--- config.mk ---
export PLATFORM = sky130hd
export DESIGN_NAME = page_replacement_access_count
export DESIGN_NICKNAME = d
export VERILOG_FILES = /design/src/sv/prac_pkg.sv /design/src/sv/prac_min_scan.sv /design/src/sv/page_replacement_access_count.sv
export SDC_FILE = /design/constraint.sdc
export NUM_CORES = 1
export LEC_CHECK = 0
export ABC_AREA = 1
export ABC_CLOCK_PERIOD_IN_PS = 6700
export BUFFER_PORTS_ARGS = -buffer_cell sky130_fd_sc_hd__buf_2
export CAP_MARGIN = 20
export CORE_MARGIN = 2
export CORE_UTILIZATION = 65
export DETAILED_ROUTE_END_ITERATION = 12
export GPL_ROUTABILITY_DRIVEN = 0
export PLACE_DENSITY_LB_ADDON = 0.1
export RECOVER_POWER = 25
export SLEW_MARGIN = 5
export SYNTH_ARGS = -nofsm -noshare
export SYNTH_HDL_FRONTEND = slang
export SYNTH_SLANG_ARGS = --single-unit
--- constraint.sdc ---
create_clock -name clk -period 6.7 [get_ports clk]
set_input_delay 0.335 -clock clk [delete_from_list [all_inputs] [get_ports clk]]
set_output_delay 0.335 -clock clk [all_outputs]
set_load 0.01 [all_outputs]
--- src/sv/prac_pkg.sv ---
package prac_pkg;

    // Fixed field widths
    localparam int PAGE_IN_W = 4;
    localparam int FRAME_W   = 5;
    localparam int FAULT_W   = 16;

    localparam logic [FRAME_W-1:0] FRAME_COUNT_RESET = 5'd5;
    localparam logic [FAULT_W-1:0] FAULT_MAX         = 16'hFFFF;

    // Sequencer states
    typedef enum logic [2:0] {
        S_IDLE,
        S_LOOKUP,
        S_SCAN,
        S_SCAN_END,
        S_VREAD,
        S_EVICT,
        S_DONE
    } prac_state_t;

    // Control for the minimum-count scan unit
    typedef struct packed {
        logic clear;    // start a new search
        logic sample;   // a counter tap is present this cycle
    } scan_ctl_t;

endpackage

--- src/sv/prac_min_scan.sv ---
module prac_min_scan
    import prac_pkg::*;
#(
    parameter int PAGE_W      = 4,
    parameter int COUNT_WIDTH = 16
)
(
    input  logic                   clk,
    input  logic                   rst_n,
    input  scan_ctl_t              ctl,
    input  logic [PAGE_W-1:0]      tap_idx,
    input  logic [COUNT_WIDTH-1:0] tap_count,
    input  logic                   tap_resident,
    output logic                   best_valid,
    output logic [PAGE_W-1:0]      best_idx
);

    logic                   best_valid_reg;
    logic                   best_valid_next;
    logic [PAGE_W-1:0]      best_idx_reg;
    logic [PAGE_W-1:0]      best_idx_next;
    logic [COUNT_WIDTH-1:0] best_count_reg;
    logic [COUNT_WIDTH-1:0] best_count_next;
    logic                   take;

    // One compare per tap; strict less-than keeps the lowest index on ties
    assign take = ctl.sample && tap_resident &&
                  (!best_valid_reg || (tap_count < best_count_reg));

    always_comb
    begin
        best_valid_next = best_valid_reg;
        best_idx_next   = best_idx_reg;
        best_count_next = best_count_reg;
        if (ctl.clear)
        begin
            best_valid_next = 1'b0;
        end
        else if (take)
        begin
            best_valid_next = 1'b1;
            best_idx_next   = tap_idx;
            best_count_next = tap_count;
        end
    end

    always_ff @(posedge clk or negedge rst_n)
    begin
        if (!rst_n)
        begin
            best_valid_reg <= 1'b0;
        end
        else
        begin
            best_valid_reg <= best_valid_next;
        end
    end

    // Payload, no reset
    always_ff @(posedge clk)
    begin
        best_idx_reg   <= best_idx_next;
        best_count_reg <= best_count_next;
    end

    assign best_valid = best_valid_reg;
    assign best_idx   = best_idx_reg;

endmodule

--- src/sv/page_replacement_access_count.sv ---
// Channel | Dir | Handshake              | Word
// --------+-----+------------------------+-------------------------------------------
// cfg     | in  | cfg_valid / cfg_ready  | cfg_data (frame_count)
// in      | in  | in_valid / in_ready    | page
// out     | out | out_valid / out_ready  | hit, frame, evicted_valid, evicted_page,
//         |     |                        | faults_so_far
//
// Hit or free-frame miss: IDLE, LOOKUP, DONE; out-of-range page: IDLE, DONE.
// Miss with eviction: LOOKUP, SCAN, SCAN_END, VREAD, EVICT, DONE; the count RAM
// read port walks every page once and one comparator tracks the minimum.
// One word in flight; in_ready is high only in the idle state.
// A finished result waits in the output register; a new word is accepted meanwhile.
// Reset clears resident bits, frame allocation and fault total; frame_count
// returns to 5. cfg_ready is always high.
module page_replacement_access_count
    import prac_pkg::*;
#(
    parameter int NUM_PAGES   = 16,
    parameter int COUNT_WIDTH = 16
)
(
    input  logic                 clk,
    input  logic                 rst_n,
    input  logic                 cfg_valid,
    output logic                 cfg_ready,
    input  logic [FRAME_W-1:0]   cfg_data,
    input  logic                 in_valid,
    output logic                 in_ready,
    input  logic [PAGE_IN_W-1:0] page,
    output logic                 out_valid,
    input  logic                 out_ready,
    output logic                 hit,
    output logic [FRAME_W-1:0]   frame,
    output logic                 evicted_valid,
    output logic [PAGE_IN_W-1:0] evicted_page,
    output logic [FAULT_W-1:0]   faults_so_far
);

    localparam int PAGE_W = (NUM_PAGES > 1) ? $clog2(NUM_PAGES) : 1;
    localparam logic [PAGE_W-1:0] LAST_PAGE = PAGE_W'(NUM_PAGES - 1);

    prac_state_t state_reg;
    prac_state_t state_next;

    // Control registers
    logic [FRAME_W-1:0]   frame_count_reg;
    logic [FRAME_W-1:0]   frames_given_reg;
    logic [FRAME_W-1:0]   frames_given_next;
    logic [FAULT_W-1:0]   fault_total_reg;
    logic [FAULT_W-1:0]   fault_total_next;
    logic [NUM_PAGES-1:0] resident_reg;
    logic [NUM_PAGES-1:0] resident_next;
    logic                 cmp_valid_reg;
    logic                 cmp_valid_next;
    logic                 out_valid_reg;
    logic                 out_valid_next;

    // Payload registers
    logic [PAGE_W-1:0]    page_reg;
    logic [PAGE_W-1:0]    page_next;
    logic [PAGE_W-1:0]    scan_idx_reg;
    logic [PAGE_W-1:0]    scan_idx_next;
    logic [PAGE_W-1:0]    cmp_idx_reg;
    logic [PAGE_W-1:0]    cmp_idx_next;
    logic                 res_hit_reg;
    logic                 res_hit_next;
    logic [FRAME_W-1:0]   res_frame_reg;
    logic [FRAME_W-1:0]   res_frame_next;
    logic                 res_ev_valid_reg;
    logic                 res_ev_valid_next;
    logic [PAGE_IN_W-1:0] res_ev_page_reg;
    logic [PAGE_IN_W-1:0] res_ev_page_next;
    logic                 hit_reg;
    logic                 hit_next;
    logic [FRAME_W-1:0]   frame_reg;
    logic [FRAME_W-1:0]   frame_next;
    logic                 evicted_valid_reg;
    logic                 evicted_valid_next;
    logic [PAGE_IN_W-1:0] evicted_page_reg;
    logic [PAGE_IN_W-1:0] evicted_page_next;
    logic [FAULT_W-1:0]   faults_reg;
    logic [FAULT_W-1:0]   faults_next;

    // Memories: use counter and frame per page
    logic [COUNT_WIDTH-1:0] cnt_mem [NUM_PAGES];
    logic [FRAME_W-1:0]     frm_mem [NUM_PAGES];
    logic [COUNT_WIDTH-1:0] cnt_rd_reg;
    logic [FRAME_W-1:0]     frm_rd_reg;
    logic [PAGE_W-1:0]      cnt_ra;
    logic [PAGE_W-1:0]      frm_ra;
    logic                   cnt_we;
    logic [COUNT_WIDTH-1:0] cnt_wd;
    logic                   frm_we;
    logic [FRAME_W-1:0]     frm_wd;

    // Misc
    logic [PAGE_W-1:0]    page_idx_in;
    logic                 in_range;
    logic                 lookup_hit;
    logic                 free_frame;
    logic                 out_load;
    logic                 best_valid;
    logic [PAGE_W-1:0]    best_idx;
    scan_ctl_t            scan_ctl;

    assign page_idx_in = PAGE_W'(page);
    assign in_range    = 32'(page) < 32'(NUM_PAGES);
    assign lookup_hit  = resident_reg[page_reg];
    assign free_frame  = frames_given_reg < frame_count_reg;
    assign out_load    = !out_valid_reg || out_ready;

    assign scan_ctl.clear  = (state_reg == S_LOOKUP);
    assign scan_ctl.sample = cmp_valid_reg;

    // Single minimum-count compare unit
    prac_min_scan #(
        .PAGE_W      (PAGE_W),
        .COUNT_WIDTH (COUNT_WIDTH)
    ) u_scan (
        .clk          (clk),
        .rst_n        (rst_n),
        .ctl          (scan_ctl),
        .tap_idx      (cmp_idx_reg),
        .tap_count    (cnt_rd_reg),
        .tap_resident (resident_reg[cmp_idx_reg]),
        .best_valid   (best_valid),
        .best_idx     (best_idx)
    );

    // Next state
    always_comb
    begin
        state_next = state_reg;
        case (state_reg)
            S_IDLE:
            begin
                if (in_valid)
                begin
                    state_next = in_range ? S_LOOKUP : S_DONE;
                end
            end
            S_LOOKUP:
            begin
                state_next = (lookup_hit || free_frame) ? S_DONE : S_SCAN;
            end
            S_SCAN:
            begin
                if (scan_idx_reg == LAST_PAGE)
                begin
                    state_next = S_SCAN_END;
                end
            end
            S_SCAN_END: state_next = S_VREAD;
            S_VREAD:    state_next = S_EVICT;
            S_EVICT:    state_next = S_DONE;
            S_DONE:
            begin
                if (out_load)
                begin
                    state_next = S_IDLE;
                end
            end
            default:    state_next = S_IDLE;
        endcase
    end

    // Datapath and outputs
    always_comb
    begin
        in_ready           = 1'b0;
        frames_given_next  = frames_given_reg;
        fault_total_next   = fault_total_reg;
        resident_next      = resident_reg;
        cmp_valid_next     = 1'b0;
        cmp_idx_next       = cmp_idx_reg;
        scan_idx_next      = scan_idx_reg;
        page_next          = page_reg;
        res_hit_next       = res_hit_reg;
        res_frame_next     = res_frame_reg;
        res_ev_valid_next  = res_ev_valid_reg;
        res_ev_page_next   = res_ev_page_reg;
        out_valid_next     = out_valid_reg && !out_ready;
        hit_next           = hit_reg;
        frame_next         = frame_reg;
        evicted_valid_next = evicted_valid_reg;
        evicted_page_next  = evicted_page_reg;
        faults_next        = faults_reg;
        cnt_ra             = page_reg;
        frm_ra             = page_reg;
        cnt_we             = 1'b0;
        cnt_wd             = COUNT_WIDTH'(1);
        frm_we             = 1'b0;
        frm_wd             = res_frame_reg;

        case (state_reg)
            S_IDLE:
            begin
                in_ready = 1'b1;
                cnt_ra   = page_idx_in;
                frm_ra   = page_idx_in;
                if (in_valid)
                begin
                    page_next         = page_idx_in;
                    res_hit_next      = 1'b0;
                    res_frame_next    = '0;
                    res_ev_valid_next = 1'b0;
                    res_ev_page_next  = '0;
                end
            end
            S_LOOKUP:
            begin
                if (lookup_hit)
                begin
                    // hit: bump counter, saturating
                    res_hit_next   = 1'b1;
                    res_frame_next = frm_rd_reg;
                    cnt_we         = 1'b1;
                    cnt_wd         = (cnt_rd_reg == {COUNT_WIDTH{1'b1}}) ?
                                     cnt_rd_reg : cnt_rd_reg + COUNT_WIDTH'(1);
                end
                else
                begin
                    if (fault_total_reg != FAULT_MAX)
                    begin
                        fault_total_next = fault_total_reg + FAULT_W'(1);
                    end
                    if (free_frame)
                    begin
                        // free frames go out from frame_count downward
                        res_frame_next          = frame_count_reg - frames_given_reg;
                        frm_we                  = 1'b1;
                        frm_wd                  = frame_count_reg - frames_given_reg;
                        cnt_we                  = 1'b1;
                        resident_next[page_reg] = 1'b1;
                        frames_given_next       = frames_given_reg + FRAME_W'(1);
                    end
                    else
                    begin
                        scan_idx_next = '0;
                    end
                end
            end
            S_SCAN:
            begin
                // issue one counter read per cycle, compare next cycle
                cnt_ra         = scan_idx_reg;
                cmp_valid_next = 1'b1;
                cmp_idx_next   = scan_idx_reg;
                scan_idx_next  = scan_idx_reg + PAGE_W'(1);
            end
            S_SCAN_END:
            begin
                frm_ra = best_idx;
            end
            S_VREAD:
            begin
                frm_ra = best_idx;
            end
            S_EVICT:
            begin
                // victim frame moves to the new page; no victim gives frame 0
                if (best_valid)
                begin
                    resident_next[best_idx] = 1'b0;
                    res_ev_valid_next       = 1'b1;
                    res_ev_page_next        = PAGE_IN_W'(best_idx);
                    res_frame_next          = frm_rd_reg;
                    frm_wd                  = frm_rd_reg;
                end
                else
                begin
                    res_frame_next = '0;
                    frm_wd         = '0;
                end
                frm_we                  = 1'b1;
                cnt_we                  = 1'b1;
                resident_next[page_reg] = 1'b1;
            end
            S_DONE:
            begin
                if (out_load)
                begin
                    out_valid_next     = 1'b1;
                    hit_next           = res_hit_reg;
                    frame_next         = res_frame_reg;
                    evicted_valid_next = res_ev_valid_reg;
                    evicted_page_next  = res_ev_page_reg;
                    faults_next        = fault_total_reg;
                end
            end
            default:
            begin
                in_ready = 1'b0;
            end
        endcase
    end

    // Control state
    always_ff @(posedge clk or negedge rst_n)
    begin
        if (!rst_n)
        begin
            state_reg        <= S_IDLE;
            frame_count_reg  <= FRAME_COUNT_RESET;
            frames_given_reg <= '0;
            fault_total_reg  <= '0;
            resident_reg     <= '0;
            cmp_valid_reg    <= 1'b0;
            out_valid_reg    <= 1'b0;
        end
        else
        begin
            state_reg        <= state_next;
            frames_given_reg <= frames_given_next;
            fault_total_reg  <= fault_total_next;
            resident_reg     <= resident_next;
            cmp_valid_reg    <= cmp_valid_next;
            out_valid_reg    <= out_valid_next;
            if (cfg_valid && cfg_ready)
            begin
                frame_count_reg <= cfg_data;
            end
        end
    end

    // Payload
    always_ff @(posedge clk)
    begin
        page_reg          <= page_next;
        scan_idx_reg      <= scan_idx_next;
        cmp_idx_reg       <= cmp_idx_next;
        res_hit_reg       <= res_hit_next;
        res_frame_reg     <= res_frame_next;
        res_ev_valid_reg  <= res_ev_valid_next;
        res_ev_page_reg   <= res_ev_page_next;
        hit_reg           <= hit_next;
        frame_reg         <= frame_next;
        evicted_valid_reg <= evicted_valid_next;
        evicted_page_reg  <= evicted_page_next;
        faults_reg        <= faults_next;
    end

    // Count RAM; stale entries of non-resident pages are never used
    always_ff @(posedge clk)
    begin
        if (cnt_we)
        begin
            cnt_mem[page_reg] <= cnt_wd;
        end
        cnt_rd_reg <= cnt_mem[cnt_ra];
    end

    // Frame RAM
    always_ff @(posedge clk)
    begin
        if (frm_we)
        begin
            frm_mem[page_reg] <= frm_wd;
        end
        frm_rd_reg <= frm_mem[frm_ra];
    end

    assign cfg_ready     = 1'b1;
    assign out_valid     = out_valid_reg;
    assign hit           = hit_reg;
    assign frame         = frame_reg;
    assign evicted_valid = evicted_valid_reg;
    assign evicted_page  = evicted_page_reg;
    assign faults_so_far = faults_reg;

endmodule

-- Word level (Yosys, flattened, before mapping)
Memories as Yosys holds them, arrays and structs flattened. A register that Yosys moved wholly into a read port is not among the register bits.
Index checks and enable logic that the tools add are counted.
- register bits after elaboration: 118
- RAM bits: 336
- input bits: 14
- output and inout bits: 30
- logic and storage cells: 145
- memories: 2
- add/subtract/negate cells: 5
- magnitude comparators: 7
- equal/unequal tests: 17
- muxes and demuxes: 56
- bitwise operators: 6
- reduce and logical (&&, ||, !) cells: 30
- memory list (memory ; words ; bits a word ; read ports ; clocked after memory_dff ; wr ports ; line ; RTL):
    cnt_mem ; 16 ; 16 ; 1 ; 1 ; 1 ; page_replacement_access_count.sv:85 ; logic [COUNT_WIDTH-1:0] cnt_mem [NUM_PAGES];
    frm_mem ; 16 ; 5 ; 1 ; 1 ; 1 ; page_replacement_access_count.sv:86 ; logic [FRAME_W-1:0] frm_mem [NUM_PAGES];
- operators with widths (kind ; number):
    2-to-1 mux 16 bit ; 7
    adder 16 x 1 -> 16 bit (second input constant) ; 2
    OR 16 bit ; 2
    one-hot mux 16 bit (2 select lines) ; 1
    one-hot mux 4 bit (2 select lines) ; 4
    2-to-1 mux 5 bit ; 5
    one-hot mux 3 bit (7 select lines) ; 1
    AND reduction 3 bit ; 7
    2-to-1 mux 1 bit ; 20
    AND 16 bit ; 1
    equality test 16 bit (second input constant) ; 1
    < comparator 16 bit ; 1
    2-to-1 mux 4 bit ; 4
    inequality test 16 bit (second input constant) ; 1
    inverter 16 bit ; 1
    < comparator 4 x 5 -> 1 bit (second input constant) ; 3
    one-hot mux 5 bit (3 select lines) ; 1
    inequality test 2 bit (second input constant) ; 7
    2-to-1 mux 3 bit ; 4
    one-hot mux 5 bit (2 select lines) ; 1
    nonzero test 2 bit ; 5
    equality test 3 bit (second input constant) ; 3
    binary-select mux 1 bit (select 4 bit) ; 2
    demux 1 bit (select 4 bit) ; 2
    18 further kinds ; 35

-- Longest topological paths before layout
- depth in word-level cells: 10
- gate-level depth with buffers: 14
- depth with buffers taken out: 13

-- Modules after synthesis
A second synthesis with hierarchy kept.
- cells, all modules: 2210
- area total of the unflattened synthesis: 21993.6 um^2
- by module, submodules not included (module ; times used ; cells an instance ; area each (um^2) ; sequential area each (um^2)):
    page_replacement_access_count ; 1 ; 2121 ; 20948.8 ; 13190.2
    prac_min_scan ; 1 ; 89 ; 1044.8 ; 625.6

-- Worst setup path after synthesis
OpenSTA, ideal clock, no wires.
- path kind: reg-to-reg
- from: register frames_given_reg[2]
- to: memory cnt_mem[0][0], enable pin
- library setup time: 0.414 ns
- arrival: 2.642 ns
- required time: 6.286 ns
- path slack: 3.644 ns
- cell stages (with the launch flop): 11
- buffers on the path: 0
- clock period less this slack: 3.056 ns
- cell sequence: dfrtp_1 > inv_1 > ha_1 > nand2_1 > inv_1 > nand3_1 > nand3_1 > nand2_1 > nand2_1 > nand2_1 > a21boi_0
- longest elaborated chain between the ends: 6
- RTL lines (what ; line ; RTL):
    from (decl) ; page_replacement_access_count.sv:47 ; logic [FRAME_W-1:0] frames_given_reg;
    from (signal assigned) ; page_replacement_access_count.sv:314 ; frames_given_reg <= frames_given_next;
    < comparator 5 bit ; page_replacement_access_count.sv:109 ; assign free_frame = frames_given_reg < frame_count_reg;
    2-to-1 mux 1 bit ; page_replacement_access_count.sv:227 ; if (free_frame)
    2-to-1 mux 1 bit ; page_replacement_access_count.sv:212 ; if (lookup_hit)
    one-hot mux 1 bit (2 select lines) ; page_replacement_access_count.sv:195 ; case (state_reg)
    2-to-1 mux 1 bit ; page_replacement_access_count.sv:346 ; if (cnt_we)
    2-to-1 mux 1 bit (not written as such) ; page_replacement_access_count.sv:348 ; cnt_mem[page_reg] <= cnt_wd;
    to (decl) ; page_replacement_access_count.sv:85 ;
Every way passes these cells.

-- Worst setup path after layout
- from: register state_reg[2]
- to: register cnt_rd_reg[14], read port of cnt_mem
- longest elaborated chain between the ends: 2
- elaborated cells between the ends (all ways): 3
- those cells by class: eq/ne: 1; mux: 1; reduce/logical: 1
- RTL lines (what ; line ; RTL):
    from (decl) ; page_replacement_access_count.sv:42 ; prac_state_t state_reg;
    from (signal assigned) ; page_replacement_access_count.sv:313 ; state_reg <= state_next;
    equality test 3 x 2 -> 1 bit or zero test 3 bit (tied branches) ; page_replacement_access_count.sv:195 ;
    one-hot mux 4 bit (2 select lines) * ; page_replacement_access_count.sv:195 ;
    to (decl) ; page_replacement_access_count.sv:87 ; logic [COUNT_WIDTH-1:0] cnt_rd_reg;
Mark *: on every way between the ends. The rest lies on a longest branch, timed or not.
A chain may end at the register's enable or synchronous reset.

==> impl_metrics.env <==
export IMPL_outcome="complete, but fails checks"
export IMPL_violations="capacitance limit, slew limit"
export IMPL_netlist_top_cells_area="edfxtp_1 56%, nand2_1 7.2%, inv_1 6.7%"
export IMPL_fin_crit_sh_pct=57.8
export IMPL_synth_top_area_cell="edfxtp_1"
export IMPL_core_area_um2=32700
export IMPL_die_height_um=187
export IMPL_drt_pass1_iterations=6
export IMPL_drt_iter0_drc=1764
export IMPL_min_path_type="primary input to flip-flop"
export IMPL_seq_power_share_pct=39.7
export IMPL_wl_per_cell_um=19.2
export IMPL_max_freq_mhz=258
export IMPL_drc_errors=0
export IMPL_powerDensity_nw_per_um2=433
export IMPL_holdWs_ps=28.2
export IMPL_regArea_um2=13800
export IMPL_crit_path_end_kind="flip-flop"
export IMPL_ir_drop_v=0.000335
export IMPL_r2r_slack_ps=2830
export IMPL_nets=2211
export IMPL_tightest_slew_ps=2710
export IMPL_maxCapViolCount=1
export IMPL_synth_cell_types=44
export IMPL_ant_nets=0
export IMPL_p_sw_uw=4050
export IMPL_top_register="cnt_mem"
export IMPL_synth_net_count=2170
export IMPL_ys_seq_elements=475
export IMPL_ys_warn_count=0
export IMPL_cp_max_fo=84
export IMPL_grt_pass1_wl_um=80000
export IMPL_grt_overflow=0
export IMPL_fin_skew_ps=22.9
export IMPL_p_comb_share_pct=36.5
export IMPL_antenna_cells=0
export IMPL_ys_flop_type="edfxtp_1"
export IMPL_cp_startpoint="state_reg[2]"
export IMPL_cts_buffer_depth=3
export IMPL_synth_avg_cell_area_um2=10.2
export IMPL_antenna_found_initial=0
export IMPL_root_buffer="clkbuf_16"
export IMPL_finalSetupViolations=0
export IMPL_grt_pass1_vias=14700
export IMPL_largest_register_ffs=256
export IMPL_layout_area_overhead_vs_synth_pct=9.92
export IMPL_critPathCapture="cnt_rd_reg[14]"
export IMPL_cts_tree="done"
export IMPL_synthCells=2131
export IMPL_fp_dieW_um=187
export IMPL_grt_start_max_net_pins=85
export IMPL_clkLatencyLatePin_ps=580
export IMPL_ioPinCount=44
export IMPL_dp_hpwl_um=30800
export IMPL_r2r_start="state_reg[2]"
export IMPL_slew_headroom_pct=-80.9
export IMPL_leakage_uw=0.0101
export IMPL_yosysTopAreaCellShare_pct=56.3
export IMPL_dr_total_vias=15500
export IMPL_hold_viol_final=0
export IMPL_placement_io_buffers=42
export IMPL_final_max_slew_viol_count=49
export IMPL_start_kind="flip-flop"
export IMPL_async_flop_share_pct=10.1
export IMPL_r2r_end="cnt_rd_reg[14]"
export IMPL_worstRegToRegCells=13
export IMPL_cts_resized_gates=0
export IMPL_drive_gt1_share_pct=6.29
export IMPL_vias_per_cell=5.84
export IMPL_clock_power_share_pct=23.9
export IMPL_internal_power_uw=6280
export IMPL_synth_area_um2=21700
export IMPL_p_sw_share_pct=39.2
export IMPL_grtUsageTotal_pct=29.5
export IMPL_critPathKind="flip-flop to flip-flop"
export IMPL_post_cts_buffers=0
export IMPL_start_util_pct=66.3
export IMPL_die_area_um2=34800
export IMPL_crit_required_ps=7220
export IMPL_arrival_ps=4400
export IMPL_wl_um=51000
export IMPL_largest_registers="cnt_mem: 256 flops, frm_mem: 80 flops"
export IMPL_fin_tns_setup_ps=0
export IMPL_clk_pin_slew_worst_paths_ps=60
export IMPL_ys_seq_area_share_pct=63.7
export IMPL_cts_buffers=48
export IMPL_h_tree_depth=2
export IMPL_synth_edff_count=406
export IMPL_rsz0062_at_grt="false"
export IMPL_min_period_ps=3870
export IMPL_clock_sinks=475
export IMPL_multi_input_area_um2=5970
export IMPL_n_fill_cell=2326
export IMPL_core_rowCount=66
cells in the final DEF, fill, tap and decap left out, drive strengths merged, types with 38 or more instances in the layout:
master  netlist  final
a21oi        39     39
buf          62     45
clkbuf       37    108
dfrtp        46     46
edfxtp      406    406
inv         396    398
nand2       422    422
nand3       286    286
nand4       111    111
nor2         86     86
o211ai       38     38
o21ai        69     69
per-stage QoR:
| stage | setup WS (ps) | total power [µW] | utilization [%] | cells | cell area (µm²) |
|---|---|---|---|---|---|
| CTS | 3180 | 10400 | 73.1 | 2648 | 23900 |
| floorplan | 3640 | 6760 | - | 2131 | 21700 |
| global placement | 3300 | 7740 | 68.3 | 2550 | 22300 |
| finish | 2830 | 10300 | 72.8 | 2651 | 23800 |
| detailed placement | 3200 | 7870 | 68.4 | 2552 | 22400 |
| global route | 2540 | 10900 | 72.8 | 2651 | 23800 |
timing repair:
action,in CTS,in global routing
hold buffers,9,0
setup endpoints to repair,0,0
endpoints found under the hold margin,54,0
metal layers:
metal / part of all wire, % / vias to the layer above / global-route usage (%)
met2: 48 / 708 / 48.5
met3: 8.2 / 97 / 5.57
met1: 41 / 7406 / 39.9
met5: 0 / - / 0
met4: 2.8 / 0 / 10.3
li1: - / 7265 / -
power by group through the flow:
stage          Clock [µW]  Combinational (µW)  Sequential, µW
2_1_floorplan           0                2730            4040
3_3_place_gp            0                3600            4140
3_5_place_dp            0                3720            4140
4_1_cts              2500                3770            4090
5_1_grt              2620                4180            4130
6_report             2470                3770            4090
cells in the mapped netlist (2+ instances only):
cell type,n
edfxtp_1,406
dfstp_2,2
o41ai_1,13
dfxtp_1,21
nand3b_1,2
o22ai_1,2
nand2_2,6
xnor2_1,10
xor2_1,22
a31oi_1,2
dfrtp_1,46
o211ai_1,38
inv_1,389
inv_2,7
o21ai_0,44
a21oi_1,39
or2_1,2
nand4_1,111
buf_1,5
nand2_1,416
ha_1,24
buf_2,49
nor2_4,2
nor2_1,82
nor2_2,2
clkbuf_1,37
mux2_2,4
a21boi_0,8
buf_4,8
nor3_1,10
nand3_1,285
o21ai_1,25
cell type report:
class | count | share of cell area [%]
Timing Repair Buffer | 90 | 2.33
Multi-Input combinational cell | 1160 | 25.1
Sequential cell | 475 | 58.0
Clock inverter | 15 | 0.320
Inverter | 397 | 6.26
Tap cell | 442 | 2.32
Clock buffer | 72 | 5.72
critical path: stages (launching register included):
cell,delay (ps)
dfrtp_1,460
inv_1,200
nand2_1,120
nor2_1,560
nand2_2,90
buf_4,370
nand3_4,590
buf_4,690
nand2_1,100
o21ai_1,130
nand2_1,80
nand3_1,100
nand3_1,80
nand2_1,110
logic make-up (layout without fill, tap and decap cells):
group | count (synthesis) | count (layout) | share of synthesized area, %
simple gates | 921 | 921 | 19.2
other cells | 1 | 1 | 0.0173
flops | 475 | 475 | 63.7
mux | 4 | 4 | 0.208
xor+xnor | 32 | 32 | 1.29
fa+ha+maj | 25 | 25 | 1.48
compound gates | 177 | 177 | 5.03
buf+inv | 496 | 574 | 9.01
worst min-delay path by stage:
stage                                   from            endpoint  slack, ps  depth (start not counted)
after floorplan                        rst_n       cmp_valid_reg         40                          0
after global placement           res_hit_reg                 hit        400                          0
after detailed placement  res_ev_page_reg[3]     evicted_page[3]        420                          0
after CTS                            page[0]         page_reg[0]          7                          1
after global routing               cfg_valid  frame_count_reg[0]         30                          2
final                              cfg_valid  frame_count_reg[0]         30                          2
(Power assumes the default switching activity.)
